--- src/rtl/core/packed_yuv_stream_to_rgb_top_macros.svh ---
// Assertion helpers shared by the core RTL.
`ifndef PACKED_YUV_STREAM_TO_RGB_TOP_MACROS_SVH
`define PACKED_YUV_STREAM_TO_RGB_TOP_MACROS_SVH

// Check a condition at every clock edge outside reset.
`define PYR_ASSERT_ALWAYS(label, cond, msg) \
  label: assert property (@(posedge clk) disable iff (rst) (cond)) else $error(msg);

// Check that a trigger implies a condition in the same cycle.
`define PYR_ASSERT_IMPLIES(label, trig, cond, msg) \
  label: assert property (@(posedge clk) disable iff (rst) (trig) |-> (cond)) \
    else $error(msg);

// Check that a trigger implies a condition in the following cycle.
`define PYR_ASSERT_NEXT(label, trig, cond, msg) \
  label: assert property (@(posedge clk) disable iff (rst) (trig) |=> (cond)) \
    else $error(msg);

`endif

--- src/rtl/core/pyr_pkg.sv ---
package pyr_pkg;

  typedef struct packed {
    logic [7:0] data_byte;
    logic       frame_start;
  } pyr_in_t;

  typedef struct packed {
    logic [7:0] red;
    logic [7:0] green;
    logic [7:0] blue;
    logic       last;
  } pyr_out_t;

  typedef logic signed [6:0] pyr_u_term_t;
  typedef logic signed [7:0] pyr_v_term_t;

  typedef struct packed {
    logic [7:0]  y0;
    logic [7:0]  y1;
    logic        two;
    pyr_u_term_t u_term;
    pyr_v_term_t v_term;
  } pyr_cmd_t;

  localparam logic FMT_422 = 1'b0;
  localparam logic FMT_411 = 1'b1;

  localparam logic [2:0] GLEN_422 = 3'd4;
  localparam logic [2:0] GLEN_411 = 3'd6;

  localparam logic [2:0] POS_CHROMA_U = 3'd0;
  localparam logic [2:0] POS_LUMA0    = 3'd1;
  localparam logic [2:0] POS_422_V    = 3'd2;
  localparam logic [2:0] POS_422_Y1   = 3'd3;
  localparam logic [2:0] POS_411_Y1   = 3'd2;
  localparam logic [2:0] POS_411_V    = 3'd3;

  localparam logic [7:0] CHROMA_OFFSET = 8'd128;

  // floor(m * 177 / 500) == (m * U_MUL) >> U_SHIFT for m in 0..128
  localparam logic [14:0] U_MUL   = 15'd23200;
  localparam int          U_SHIFT = 16;
  // floor(m * 707 / 1000) == (m * V_MUL) >> V_SHIFT for m in 0..128
  localparam logic [19:0] V_MUL   = 20'd741344;
  localparam int          V_SHIFT = 20;

  function automatic logic [7:0] chroma_mag(input logic [7:0] b);
    return b[7] ? {1'b0, b[6:0]} : (CHROMA_OFFSET - b);
  endfunction

  function automatic pyr_u_term_t u_term_of(input logic [7:0] b);
    logic [22:0] prod;
    logic [6:0]  q;
    prod = chroma_mag(b) * U_MUL;
    q    = prod[U_SHIFT+6:U_SHIFT];
    return b[7] ? pyr_u_term_t'(q) : pyr_u_term_t'(~q + 7'd1);
  endfunction

  function automatic pyr_v_term_t v_term_of(input logic [7:0] b);
    logic [27:0] prod;
    logic [7:0]  q;
    prod = chroma_mag(b) * V_MUL;
    q    = prod[V_SHIFT+7:V_SHIFT];
    return b[7] ? pyr_v_term_t'(q) : pyr_v_term_t'(~q + 8'd1);
  endfunction

  function automatic logic [7:0] sat8(input logic signed [10:0] x);
    logic [7:0] r;
    if (x[10]) begin
      r = 8'd0;
    end else if (x[9:8] != 2'b00) begin
      r = 8'd255;
    end else begin
      r = x[7:0];
    end
    return r;
  endfunction

endpackage

--- src/rtl/core/pyr_front.sv ---
module pyr_front (
  input  logic             clk,
  input  logic             rst,
  input  logic             format_mode,
  input  logic             byte_valid,
  input  pyr_pkg::pyr_in_t byte_data,
  output logic             byte_stall,
  input  logic             q_full,
  output logic             push,
  output pyr_pkg::pyr_cmd_t cmd
);
  import pyr_pkg::*;

  logic [2:0]  pos;
  logic [2:0]  pos_next;
  pyr_u_term_t u_term;
  pyr_v_term_t v_term;
  logic [7:0]  luma0;
  logic [7:0]  luma1;

  logic        accept;
  logic [2:0]  glen;
  logic [2:0]  p;
  logic [2:0]  p_inc;
  logic [7:0]  b;
  pyr_u_term_t u_new;
  pyr_v_term_t v_new;
  logic        upd_u;
  logic        upd_v;
  logic        wr_l0;
  logic        wr_l1;

  assign byte_stall = q_full;
  assign accept     = byte_valid & ~q_full;
  assign b          = byte_data.data_byte;
  assign u_new      = u_term_of(b);
  assign v_new      = v_term_of(b);

  always_comb begin
    glen  = (format_mode == FMT_411) ? GLEN_411 : GLEN_422;
    p     = (byte_data.frame_start || pos >= glen) ? POS_CHROMA_U : pos;
    p_inc = p + 3'd1;
    pos_next = (p_inc == glen) ? POS_CHROMA_U : p_inc;

    upd_u = 1'b0;
    upd_v = 1'b0;
    wr_l0 = 1'b0;
    wr_l1 = 1'b0;
    push  = 1'b0;
    cmd.y0     = b;
    cmd.y1     = luma1;
    cmd.two    = 1'b0;
    cmd.u_term = u_term;
    cmd.v_term = v_term;

    priority if (p == POS_CHROMA_U) begin
      upd_u = accept;
    end else if (p == POS_LUMA0) begin
      wr_l0 = accept;
    end else if (format_mode == FMT_422) begin
      if (p == POS_422_V) begin
        upd_v      = accept;
        cmd.y0     = luma0;
        cmd.v_term = v_new;
      end
      push = accept;
    end else if (p == POS_411_Y1) begin
      wr_l1 = accept;
    end else if (p == POS_411_V) begin
      upd_v      = accept;
      cmd.y0     = luma0;
      cmd.two    = 1'b1;
      cmd.v_term = v_new;
      push       = accept;
    end else begin
      push = accept;
    end
  end

  always_ff @(posedge clk) begin
    if (rst) begin
      pos    <= POS_CHROMA_U;
      u_term <= '0;
      v_term <= '0;
    end else begin
      if (accept) begin
        pos <= pos_next;
      end
      if (upd_u) begin
        u_term <= u_new;
      end
      if (upd_v) begin
        v_term <= v_new;
      end
    end
  end

  always_ff @(posedge clk) begin
    if (wr_l0) begin
      luma0 <= b;
    end
    if (wr_l1) begin
      luma1 <= b;
    end
  end

endmodule

--- src/rtl/core/pyr_queue.sv ---
`include "packed_yuv_stream_to_rgb_top_macros.svh"

module pyr_queue #(
  parameter int DEPTH = 4
) (
  input  logic              clk,
  input  logic              rst,
  input  logic              push,
  input  pyr_pkg::pyr_cmd_t push_cmd,
  output logic              full,
  output logic              not_empty,
  output pyr_pkg::pyr_cmd_t head,
  input  logic              pop
);
  import pyr_pkg::*;

  localparam int PTR_W = $clog2(DEPTH);
  localparam int CNT_W = $clog2(DEPTH + 1);

  pyr_cmd_t           entries [DEPTH];
  logic [PTR_W-1:0]   wr_ptr;
  logic [PTR_W-1:0]   rd_ptr;
  logic [CNT_W-1:0]   count;

  assign full      = (count == CNT_W'(DEPTH));
  assign not_empty = (count != '0);
  assign head      = entries[rd_ptr];

  always_ff @(posedge clk) begin
    if (rst) begin
      wr_ptr <= '0;
      rd_ptr <= '0;
      count  <= '0;
    end else begin
      if (push) begin
        wr_ptr <= (wr_ptr == PTR_W'(DEPTH - 1)) ? '0 : wr_ptr + PTR_W'(1);
      end
      if (pop) begin
        rd_ptr <= (rd_ptr == PTR_W'(DEPTH - 1)) ? '0 : rd_ptr + PTR_W'(1);
      end
      if (push && !pop) begin
        count <= count + CNT_W'(1);
      end else if (pop && !push) begin
        count <= count - CNT_W'(1);
      end
    end
  end

  always_ff @(posedge clk) begin
    if (push) begin
      entries[wr_ptr] <= push_cmd;
    end
  end

  `PYR_ASSERT_ALWAYS(a_count_bound, count <= CNT_W'(DEPTH), "queue count past depth")
  `PYR_ASSERT_IMPLIES(a_pop_nonempty, pop, count != '0, "pop from empty queue")
  `PYR_ASSERT_IMPLIES(a_push_room, push, count != CNT_W'(DEPTH), "push into full queue")

endmodule

--- src/rtl/core/pyr_back.sv ---
`include "packed_yuv_stream_to_rgb_top_macros.svh"

module pyr_back (
  input  logic              clk,
  input  logic              rst,
  input  logic              not_empty,
  input  pyr_pkg::pyr_cmd_t head,
  output logic              pop,
  output logic              pix_valid,
  output pyr_pkg::pyr_out_t pix_data,
  input  logic              pix_stall
);
  import pyr_pkg::*;

  logic              second;
  logic              load;
  logic              take;
  logic [7:0]        y;
  logic signed [10:0] y_ext;
  logic signed [10:0] u_ext;
  logic signed [10:0] v_ext;
  pyr_out_t          pix_next;

  assign load = ~pix_valid | ~pix_stall;
  assign take = load & not_empty;
  assign pop  = take & (~head.two | second);

  always_comb begin
    y     = second ? head.y1 : head.y0;
    y_ext = signed'({3'b000, y});
    u_ext = 11'(head.u_term);
    v_ext = 11'(head.v_term);
    pix_next.red   = sat8(y_ext + (v_ext <<< 1));
    pix_next.green = sat8(y_ext - u_ext - v_ext);
    pix_next.blue  = sat8(y_ext + (u_ext <<< 2) + u_ext);
    pix_next.last  = ~head.two | second;
  end

  always_ff @(posedge clk) begin
    if (rst) begin
      pix_valid <= 1'b0;
      second    <= 1'b0;
    end else begin
      if (load) begin
        pix_valid <= not_empty;
      end
      if (take) begin
        second <= head.two & ~second;
      end
    end
  end

  always_ff @(posedge clk) begin
    if (take) begin
      pix_data <= pix_next;
    end
  end

  `PYR_ASSERT_IMPLIES(a_second_pending, second, not_empty && head.two,
                      "second pixel pending without a paired entry")
  `PYR_ASSERT_NEXT(a_pair_follows, pix_valid && !pix_data.last, pix_valid,
                   "first pixel of a pair not followed by its partner")

endmodule

--- src/rtl/core/packed_yuv_stream_to_rgb_top.sv ---
// Channel   Direction  Handshake             Payload
// byte      in         byte_valid/byte_stall  pyr_in_t  {data_byte, frame_start}
// pix       out        pix_valid/pix_stall    pyr_out_t {red, green, blue, last}
// cfg       in         cfg_we                 cfg_wdata = format_mode
//
// One byte is taken every cycle while the command queue has room.
// A pixel is registered in the command queue, then in the output register (YUV411 y2/y3
// queue behind the v byte's pair); a YUV411 v byte yields two output pixels.
// byte_stall rises only when the QUEUE_DEPTH-entry command queue is full.
// pix_stall holds the output register and lets the queue fill behind it.
// rst (synchronous) clears group position, chroma terms, format and valids.
module packed_yuv_stream_to_rgb_top #(
  parameter int QUEUE_DEPTH = 4
) (
  input  logic              clk,
  input  logic              rst,
  input  logic              cfg_we,
  input  logic              cfg_wdata,
  input  logic              byte_valid,
  input  pyr_pkg::pyr_in_t  byte_data,
  output logic              byte_stall,
  output logic              pix_valid,
  output pyr_pkg::pyr_out_t pix_data,
  input  logic              pix_stall
);
  import pyr_pkg::*;

  logic     format_mode;
  logic     q_full;
  logic     q_not_empty;
  logic     push;
  logic     pop;
  pyr_cmd_t push_cmd;
  pyr_cmd_t head;

  always_ff @(posedge clk) begin
    if (rst) begin
      format_mode <= FMT_422;
    end else if (cfg_we) begin
      format_mode <= cfg_wdata;
    end
  end

  pyr_front u_front (
    .clk         (clk),
    .rst         (rst),
    .format_mode (format_mode),
    .byte_valid  (byte_valid),
    .byte_data   (byte_data),
    .byte_stall  (byte_stall),
    .q_full      (q_full),
    .push        (push),
    .cmd         (push_cmd)
  );

  pyr_queue #(
    .DEPTH (QUEUE_DEPTH)
  ) u_queue (
    .clk       (clk),
    .rst       (rst),
    .push      (push),
    .push_cmd  (push_cmd),
    .full      (q_full),
    .not_empty (q_not_empty),
    .head      (head),
    .pop       (pop)
  );

  pyr_back u_back (
    .clk       (clk),
    .rst       (rst),
    .not_empty (q_not_empty),
    .head      (head),
    .pop       (pop),
    .pix_valid (pix_valid),
    .pix_data  (pix_data),
    .pix_stall (pix_stall)
  );

endmodule

--- config.mk ---
export PLATFORM = sky130hd
export DESIGN_NAME = packed_yuv_stream_to_rgb_top
export DESIGN_NICKNAME = d
export VERILOG_FILES = /design/src/rtl/core/pyr_pkg.sv /design/src/rtl/core/pyr_front.sv /design/src/rtl/core/pyr_queue.sv /design/src/rtl/core/pyr_back.sv /design/src/rtl/core/packed_yuv_stream_to_rgb_top.sv
export VERILOG_INCLUDE_DIRS = /design/src /design/src/rtl/core
export SDC_FILE = /design/constraint.sdc
export NUM_CORES = 1
export LEC_CHECK = 0
export ABC_AREA = 0
export BUFFER_PORTS_ARGS = -buffer_cell sky130_fd_sc_hd__buf_2
export CAP_MARGIN = 20
export CELL_PAD_IN_SITES_DETAIL_PLACEMENT = 1
export CELL_PAD_IN_SITES_GLOBAL_PLACEMENT = 1
export CORE_MARGIN = 4
export CORE_UTILIZATION = 24
export CTS_CLUSTER_SIZE = 30
export DETAILED_ROUTE_END_ITERATION = 10
export PLACE_DENSITY_LB_ADDON = 0.15
export REMOVE_ABC_BUFFERS = 1
export SETUP_SLACK_MARGIN = 0.1
export SYNTH_ARGS = -nofsm -noshare
export SYNTH_HDL_FRONTEND = slang
export SYNTH_HIERARCHICAL = 1
export SYNTH_SLANG_ARGS = --single-unit
--- constraint.sdc ---
create_clock -name clk -period 10.1 [get_ports clk]
set_input_delay 1.01 -clock clk [delete_from_list [all_inputs] [get_ports clk]]
set_output_delay 1.01 -clock clk [all_outputs]
set_load 0.01 [all_outputs]
# ---- Word-level counts from Yosys, hierarchy flattened
# Memories as Yosys holds them, arrays and structs flattened. A register that Yosys moved wholly into a read port is not among the register bits.
# Cells that the tools add are included.
dict set report word_totals {
  out_inout_bits 27
  ff_bits 69
  word_cells 114
  in_bits 15
  ram_bits 128
  memories 1
}
# name words word_bits rd rd_ports_with_merged_regs write_ports line_no
set mem_list {}
lappend mem_list {u_queue.entries 4 32 1 1 1 pyr_queue.sv:20} ;# pyr_cmd_t entries [DEPTH];
dict set report op_classes {
  n_bitwise 13
  mul 2
  n_eq_ne 7
  order_cmp 1
  n_reduce_logical 11
  add_sub_neg 13
  n_mux 51
}
# op count
set ops {}
lappend ops {{$mux W8} 18}
lappend ops {{$mul A8 B15 Y23 const B} 1}
lappend ops {{$mux W1} 23}
lappend ops {{$add A9 B9 Y10} 2}
lappend ops {{$mul A8 B10 Y18 const B} 1}
lappend ops {{$mux W3} 4}
lappend ops {{$add A10 B7 Y11} 1}
lappend ops {{$sub A10 B8 Y11} 1}
lappend ops {{$mux W2} 5}
lappend ops {{$sub A9 B7 Y10} 1}
lappend ops {{$add A8 B1 Y8 const B} 1}
lappend ops {{$not A8 Y8} 1}
lappend ops {{$reduce_bool A2 Y1} 4}
lappend ops {{$sub A8 B8 Y8 const A} 1}
lappend ops {{$add A7 B1 Y7 const B} 1}
lappend ops {{$mux W7} 1}
lappend ops {{$not A7 Y7} 1}
lappend ops {{$add A3 B1 Y3 const B} 2}
lappend ops {{$eq A3 B2 Y1 const B} 2}
lappend ops {{$not A1 Y1} 5}
lappend ops {{$add A2 B1 Y2 const B} 2}
lappend ops {{$and A1 B1 Y1} 4}
lappend ops {{$eq A2 B2 Y1 const B} 2}
lappend ops {{$eq A3 B1 Y1 const B} 1}
lappend ops {{10 further kinds} 13}

# ---- Logic depth before layout (Yosys ltp)
dict set report depth {
  ltp_word 13
  ltp_mapped 28
  mapped_depth_nobuf 28
}

# ---- By module
# Netlist, hierarchy kept.
# mod seq_area_each_um2 cells_per_inst area_per_inst_um2 n_inst
set by_module_without_submodules {}
lappend by_module_without_submodules {pyr_queue 4023.9 211 5099.9 1}
lappend by_module_without_submodules {pyr_front 840.8 569 5056.1 1}
lappend by_module_without_submodules {pyr_back 790.8 236 2531.2 1}
lappend by_module_without_submodules {packed_yuv_stream_to_rgb_top 20.0 3 33.8 1}

# ---- Worst setup path after synthesis
# Ideal clock, no wire load.
dict set report synth_path {
  path_type {input-to-reg}
  startpoint {input byte_data[1] in the netlist's numbering}
  endpoint {memory u_queue/entries[0][4] in the netlist's numbering, data pin}
  setup_ns 0.283
  path_stages 28
  t_arrival_ns 6.649
  path_buffers 0
  slack_ns 3.168
  path_cell_list {inv_1 -> ha_1 -> a31oi_1 -> xnor2_1 -> inv_1 -> ha_1 -> ha_1 -> nor2_1 -> xnor2_1 -> ha_1 -> or2_2 -> fa_1 -> inv_1 -> fa_1 -> inv_1 -> ha_1 -> o21a_1 -> o211ai_1 -> nor2_1 -> o21a_1 -> nor2_1 -> inv_1 -> ha_1 -> nor4b_1 -> o2bb2ai_1 -> a311oi_1 -> xnor2_1 -> a21oi_1}
}
# item line_no
set synth_lines {}
lappend synth_lines {{start: declaration} packed_yuv_stream_to_rgb_top.sv:20} ;# input pyr_pkg::pyr_in_t byte_data,
lappend synth_lines {{end: declaration} pyr_queue.sv:20}

==> flow_metrics.py <==
metrics = {
    "place": {
        "gp_routability_congestion": 0.7599,
        "port_buffers": 41,
        "hpwlAfterDp_um": 23450,
    },
    "final_layout": {
        "utilization_pct": 27.30,
        "fill_cells": 5783,
        "nets": 1266,
        "area_growth_pct": 12.78,
        "drive_gt1_share_pct": 14.15,
        "antennaDiodeCount": 0,
    },
    "synth": {
        "synth-xor-area-share_pct": 2.675,
        "synth_top_family_by_area": "adder cells",
        "synth-simple-area-share_pct": 7.780,
        "ys_seq_elements": 199,
        "synth_compound_area_share_pct": 9.728,
        "synthAdderAreaFrac_pct": 21.60,
        "synth_area_um2": 12720,
        "yosysUniqueCellTypes": 75,
        "ys_top_cells_by_area": "edfxtp_1 40%, ha_1 12%, fa_1 9.6%",
        "synth-async-reset-ratio_pct": 0,
        "synth_ff_type": "edfxtp_1",
        "yosysTopAreaCell": "edfxtp_1",
        "muxShareOfSynthArea_pct": 8.233,
        "synth_most_common_cell": "edfxtp_1",
        "syn_inst": 1019,
        "yosysSeqAreaShare_pct": 44.61,
        "synthTopCellsByCount": "169 x edfxtp_1, 134 x inv_1, 122 x ha_1",
        "synth_edf_count": 169,
        "yosys_warnings": 6,
        "synth_area_per_cell_um2": 12.48,
        "synth.top_cell.area_share_pct": 39.89,
    },
    "drt": {
        "vias": 7752,
        "ant_nets": 0,
        "wirelength_met1_um": 13690,
        "drt_pass1_iterations": 4,
        "highest_layer": "met4",
        "routed_wl_um": 30260,
        "wl_met3_um": 454,
        "drc": 0,
        "wl_met2_um": 15770,
        "drtIter0Drc": 301,
        "viasPerCell": 4.382,
        "wl_per_cell_um": 17.10,
    },
    "clock_network": {
        "post_cts_buffers": 0,
        "clk_latency_ns": 0.46,
        "root_buffer": "clkbuf_16",
        "hold_buffers": 0,
        "htree_levels": 4,
        "cts.sinks": 199,
        "cts_tree": "yes",
        "post_cts_resized": 0,
        "clockBufferDepth": 2,
        "clk_pin_slew_worst_paths_ns": 0.08,
        "cts_buffers": 17,
    },
    "sta": {
        "slew_headroom_pct": 37.26,
        "slew_violations": 0,
        "rsz0062_at_grt": "false",
        "fmax_ghz": 0.1314,
        "setup_viol": 0,
        "hold_slack_ns": 0.4657,
        "setup-tns-final_ns": 0,
        "post-route-period-util_pct": 75.32,
        "worstMarginPinSlew_ns": 0.9341,
        "finalClockSkew_ns": 0.01662,
        "post-route-min-period_ns": 7.608,
        "finalHoldViolations": 0,
    },
    "floorplanning": {
        "start_util_pct": 24.21,
        "chipHeight_um": 238.2,
        "rows": 84,
        "ios": 42,
        "dieArea_um2": 56750,
        "die_w_um": 238.2,
        "core_area_um2": 52550,
    },
    "min_path": {
        "hold_class": "flip-flop to flip-flop",
        "min_from": "u_front/pos[1]",
        "hold_end": "u_front/pos[1]",
        "hold_path_depth": 2,
    },
    "global_route": {
        "grt.overflow.total": 0,
        "antenna_found_initial": 0,
        "grt_pass1_wl_um": 48870,
        "grt_max_degree": 33,
        "grt_pass1_vias": 8609,
        "grt_use_total_pct": 11.10,
    },
    "pwr": {
        "ir_worst_vdd_v": 0.0001077,
        "p_per_area_nw_per_um2": 308.8,
        "p_leak_nw": 5.603,
    },
    "worst_setup_path": {
        "critPathMaxFanout": 14,
        "cp_data_required_time_ns": 10.34,
        "rr_worst_depth": 14,
        "worstSetupPathType": "input port to flip-flop",
        "cp_common_cell": "ha_1",
        "startpoint_type": "input port",
        "critPathMaxStageDelay_ns": 0.53,
        "cp-end-kind": "flip-flop",
        "crit_slowest_cell": "fa_1",
        "reg2reg_to": "u_back/pix_data[14]",
        "crit_arrival_ns": 7.85,
        "rrSetupSlack_ns": 4.88,
    },
    "status": {
        "status": "finished clean",
    },
    "job": {
        "cap_violations": 0,
    },
}
-- cells in the final DEF (no fill, tap or decap), types with 11 or more instances in the layout --
master,instances
a211oi_1,14
a21oi_1,40
buf_2,41
buf_4,13
clkbuf_16,17
dfxtp_1,29
edfxtp_1,169
fa_1,61
ha_1,122
inv_1,134
mux2_2,15
mux2i_1,15
mux4_2,30
nand2_1,30
nand3_1,11
nor2_1,77
o21a_1,35
o21ai_0,37
xnor2_1,27
-- routing by layer --
| layer | global-route usage (%) | up-vias |
|---|---|---|
| met4 | 2.797 | 0 |
| met3 | 1.491 | 19 |
| met5 | 0 | - |
| met2 | 20.18 | 50 |
| li1 | - | 3762 |
| met1 | 13.94 | 3921 |
-- power breakdown --
part           total (mW)  internal [mW]  switching (mW)  leakage, nW
clock               0.703          0.341           0.362        0.300
sequential           1.09           1.05          0.0385         1.82
combinational        2.64           1.12            1.53         3.48
total                4.43           2.50            1.93         5.60
-- critical path: cells and delay by family --
family,cells,cell delay [ns]
and+or+nand+nor,5,1.00
AOI/OAI and AO/OA,7,1.67
buffers and inverters,6,0.89
adders and majority gates,8,2.60
xor gates and xnor gates,3,0.68
-- how the worst max path moves through the flow --
stage | startpoint | endpoint | slack (ns)
floorplan | byte_data[1] | u_queue/entries[0][4] | 3.15
global placement | byte_data[1] | u_queue/entries[0][4] | 2.12
detailed placement | byte_data[1] | u_queue/entries[3][4] | 1.96
CTS | byte_data[1] | u_queue/entries[0][4] | 2.44
global route | byte_data[1] | u_queue/entries[0][4] | 1.96
finish | byte_data[1] | u_queue/entries[0][4] | 2.49
-- kinds of logic after synthesis --
family	count (synthesis)
AOI/OAI and AO/OA	181
xor gates and xnor gates	38
adders and majority gates	183
buffers and inverters	160
DFF	199
muxes	62
and+or+nand+nor	196
-- layout make-up --
cell class / instances / area [um2] / area share (%)
clock buffer: 17 / 425.4 / 2.965
clock inverter: 15 / 188.9 / 1.317
inverter: 136 / 510.5 / 3.558
multi-input combinational: 660 / 6381 / 44.48
sequential: 199 / 5677 / 39.57
tap: 688 / 860.8 / 6.000
timing repair buffer: 54 / 302.8 / 2.111
-- state kept, by name, indices dropped and copies added, names as in the netlist, 3 cells and up, named ones only --
register and flops:
u_front/u_term 7, u_queue/entries 128, u_queue/count 3, u_front/v_term 8, u_back/pix_data 25, u_front/luma1 8, u_front/pos 3, u_front/luma0 8
-- per-stage QoR --
stage | std cells | area [um2] | power, mW | worst slack (ns)
2_1_floorplan | 995 | 12550 | 3.082 | 3.146
3_3_place_gp | 1737 | 13730 | 3.806 | 2.122
3_5_place_dp | 1737 | 13730 | 3.807 | 1.958
4_1_cts | 1769 | 14350 | 4.555 | 2.436
5_1_grt | 1769 | 14350 | 4.920 | 1.956
6_report | 1769 | 14350 | 4.430 | 2.492
Note: power is estimated with default switching activity, not from simulation.
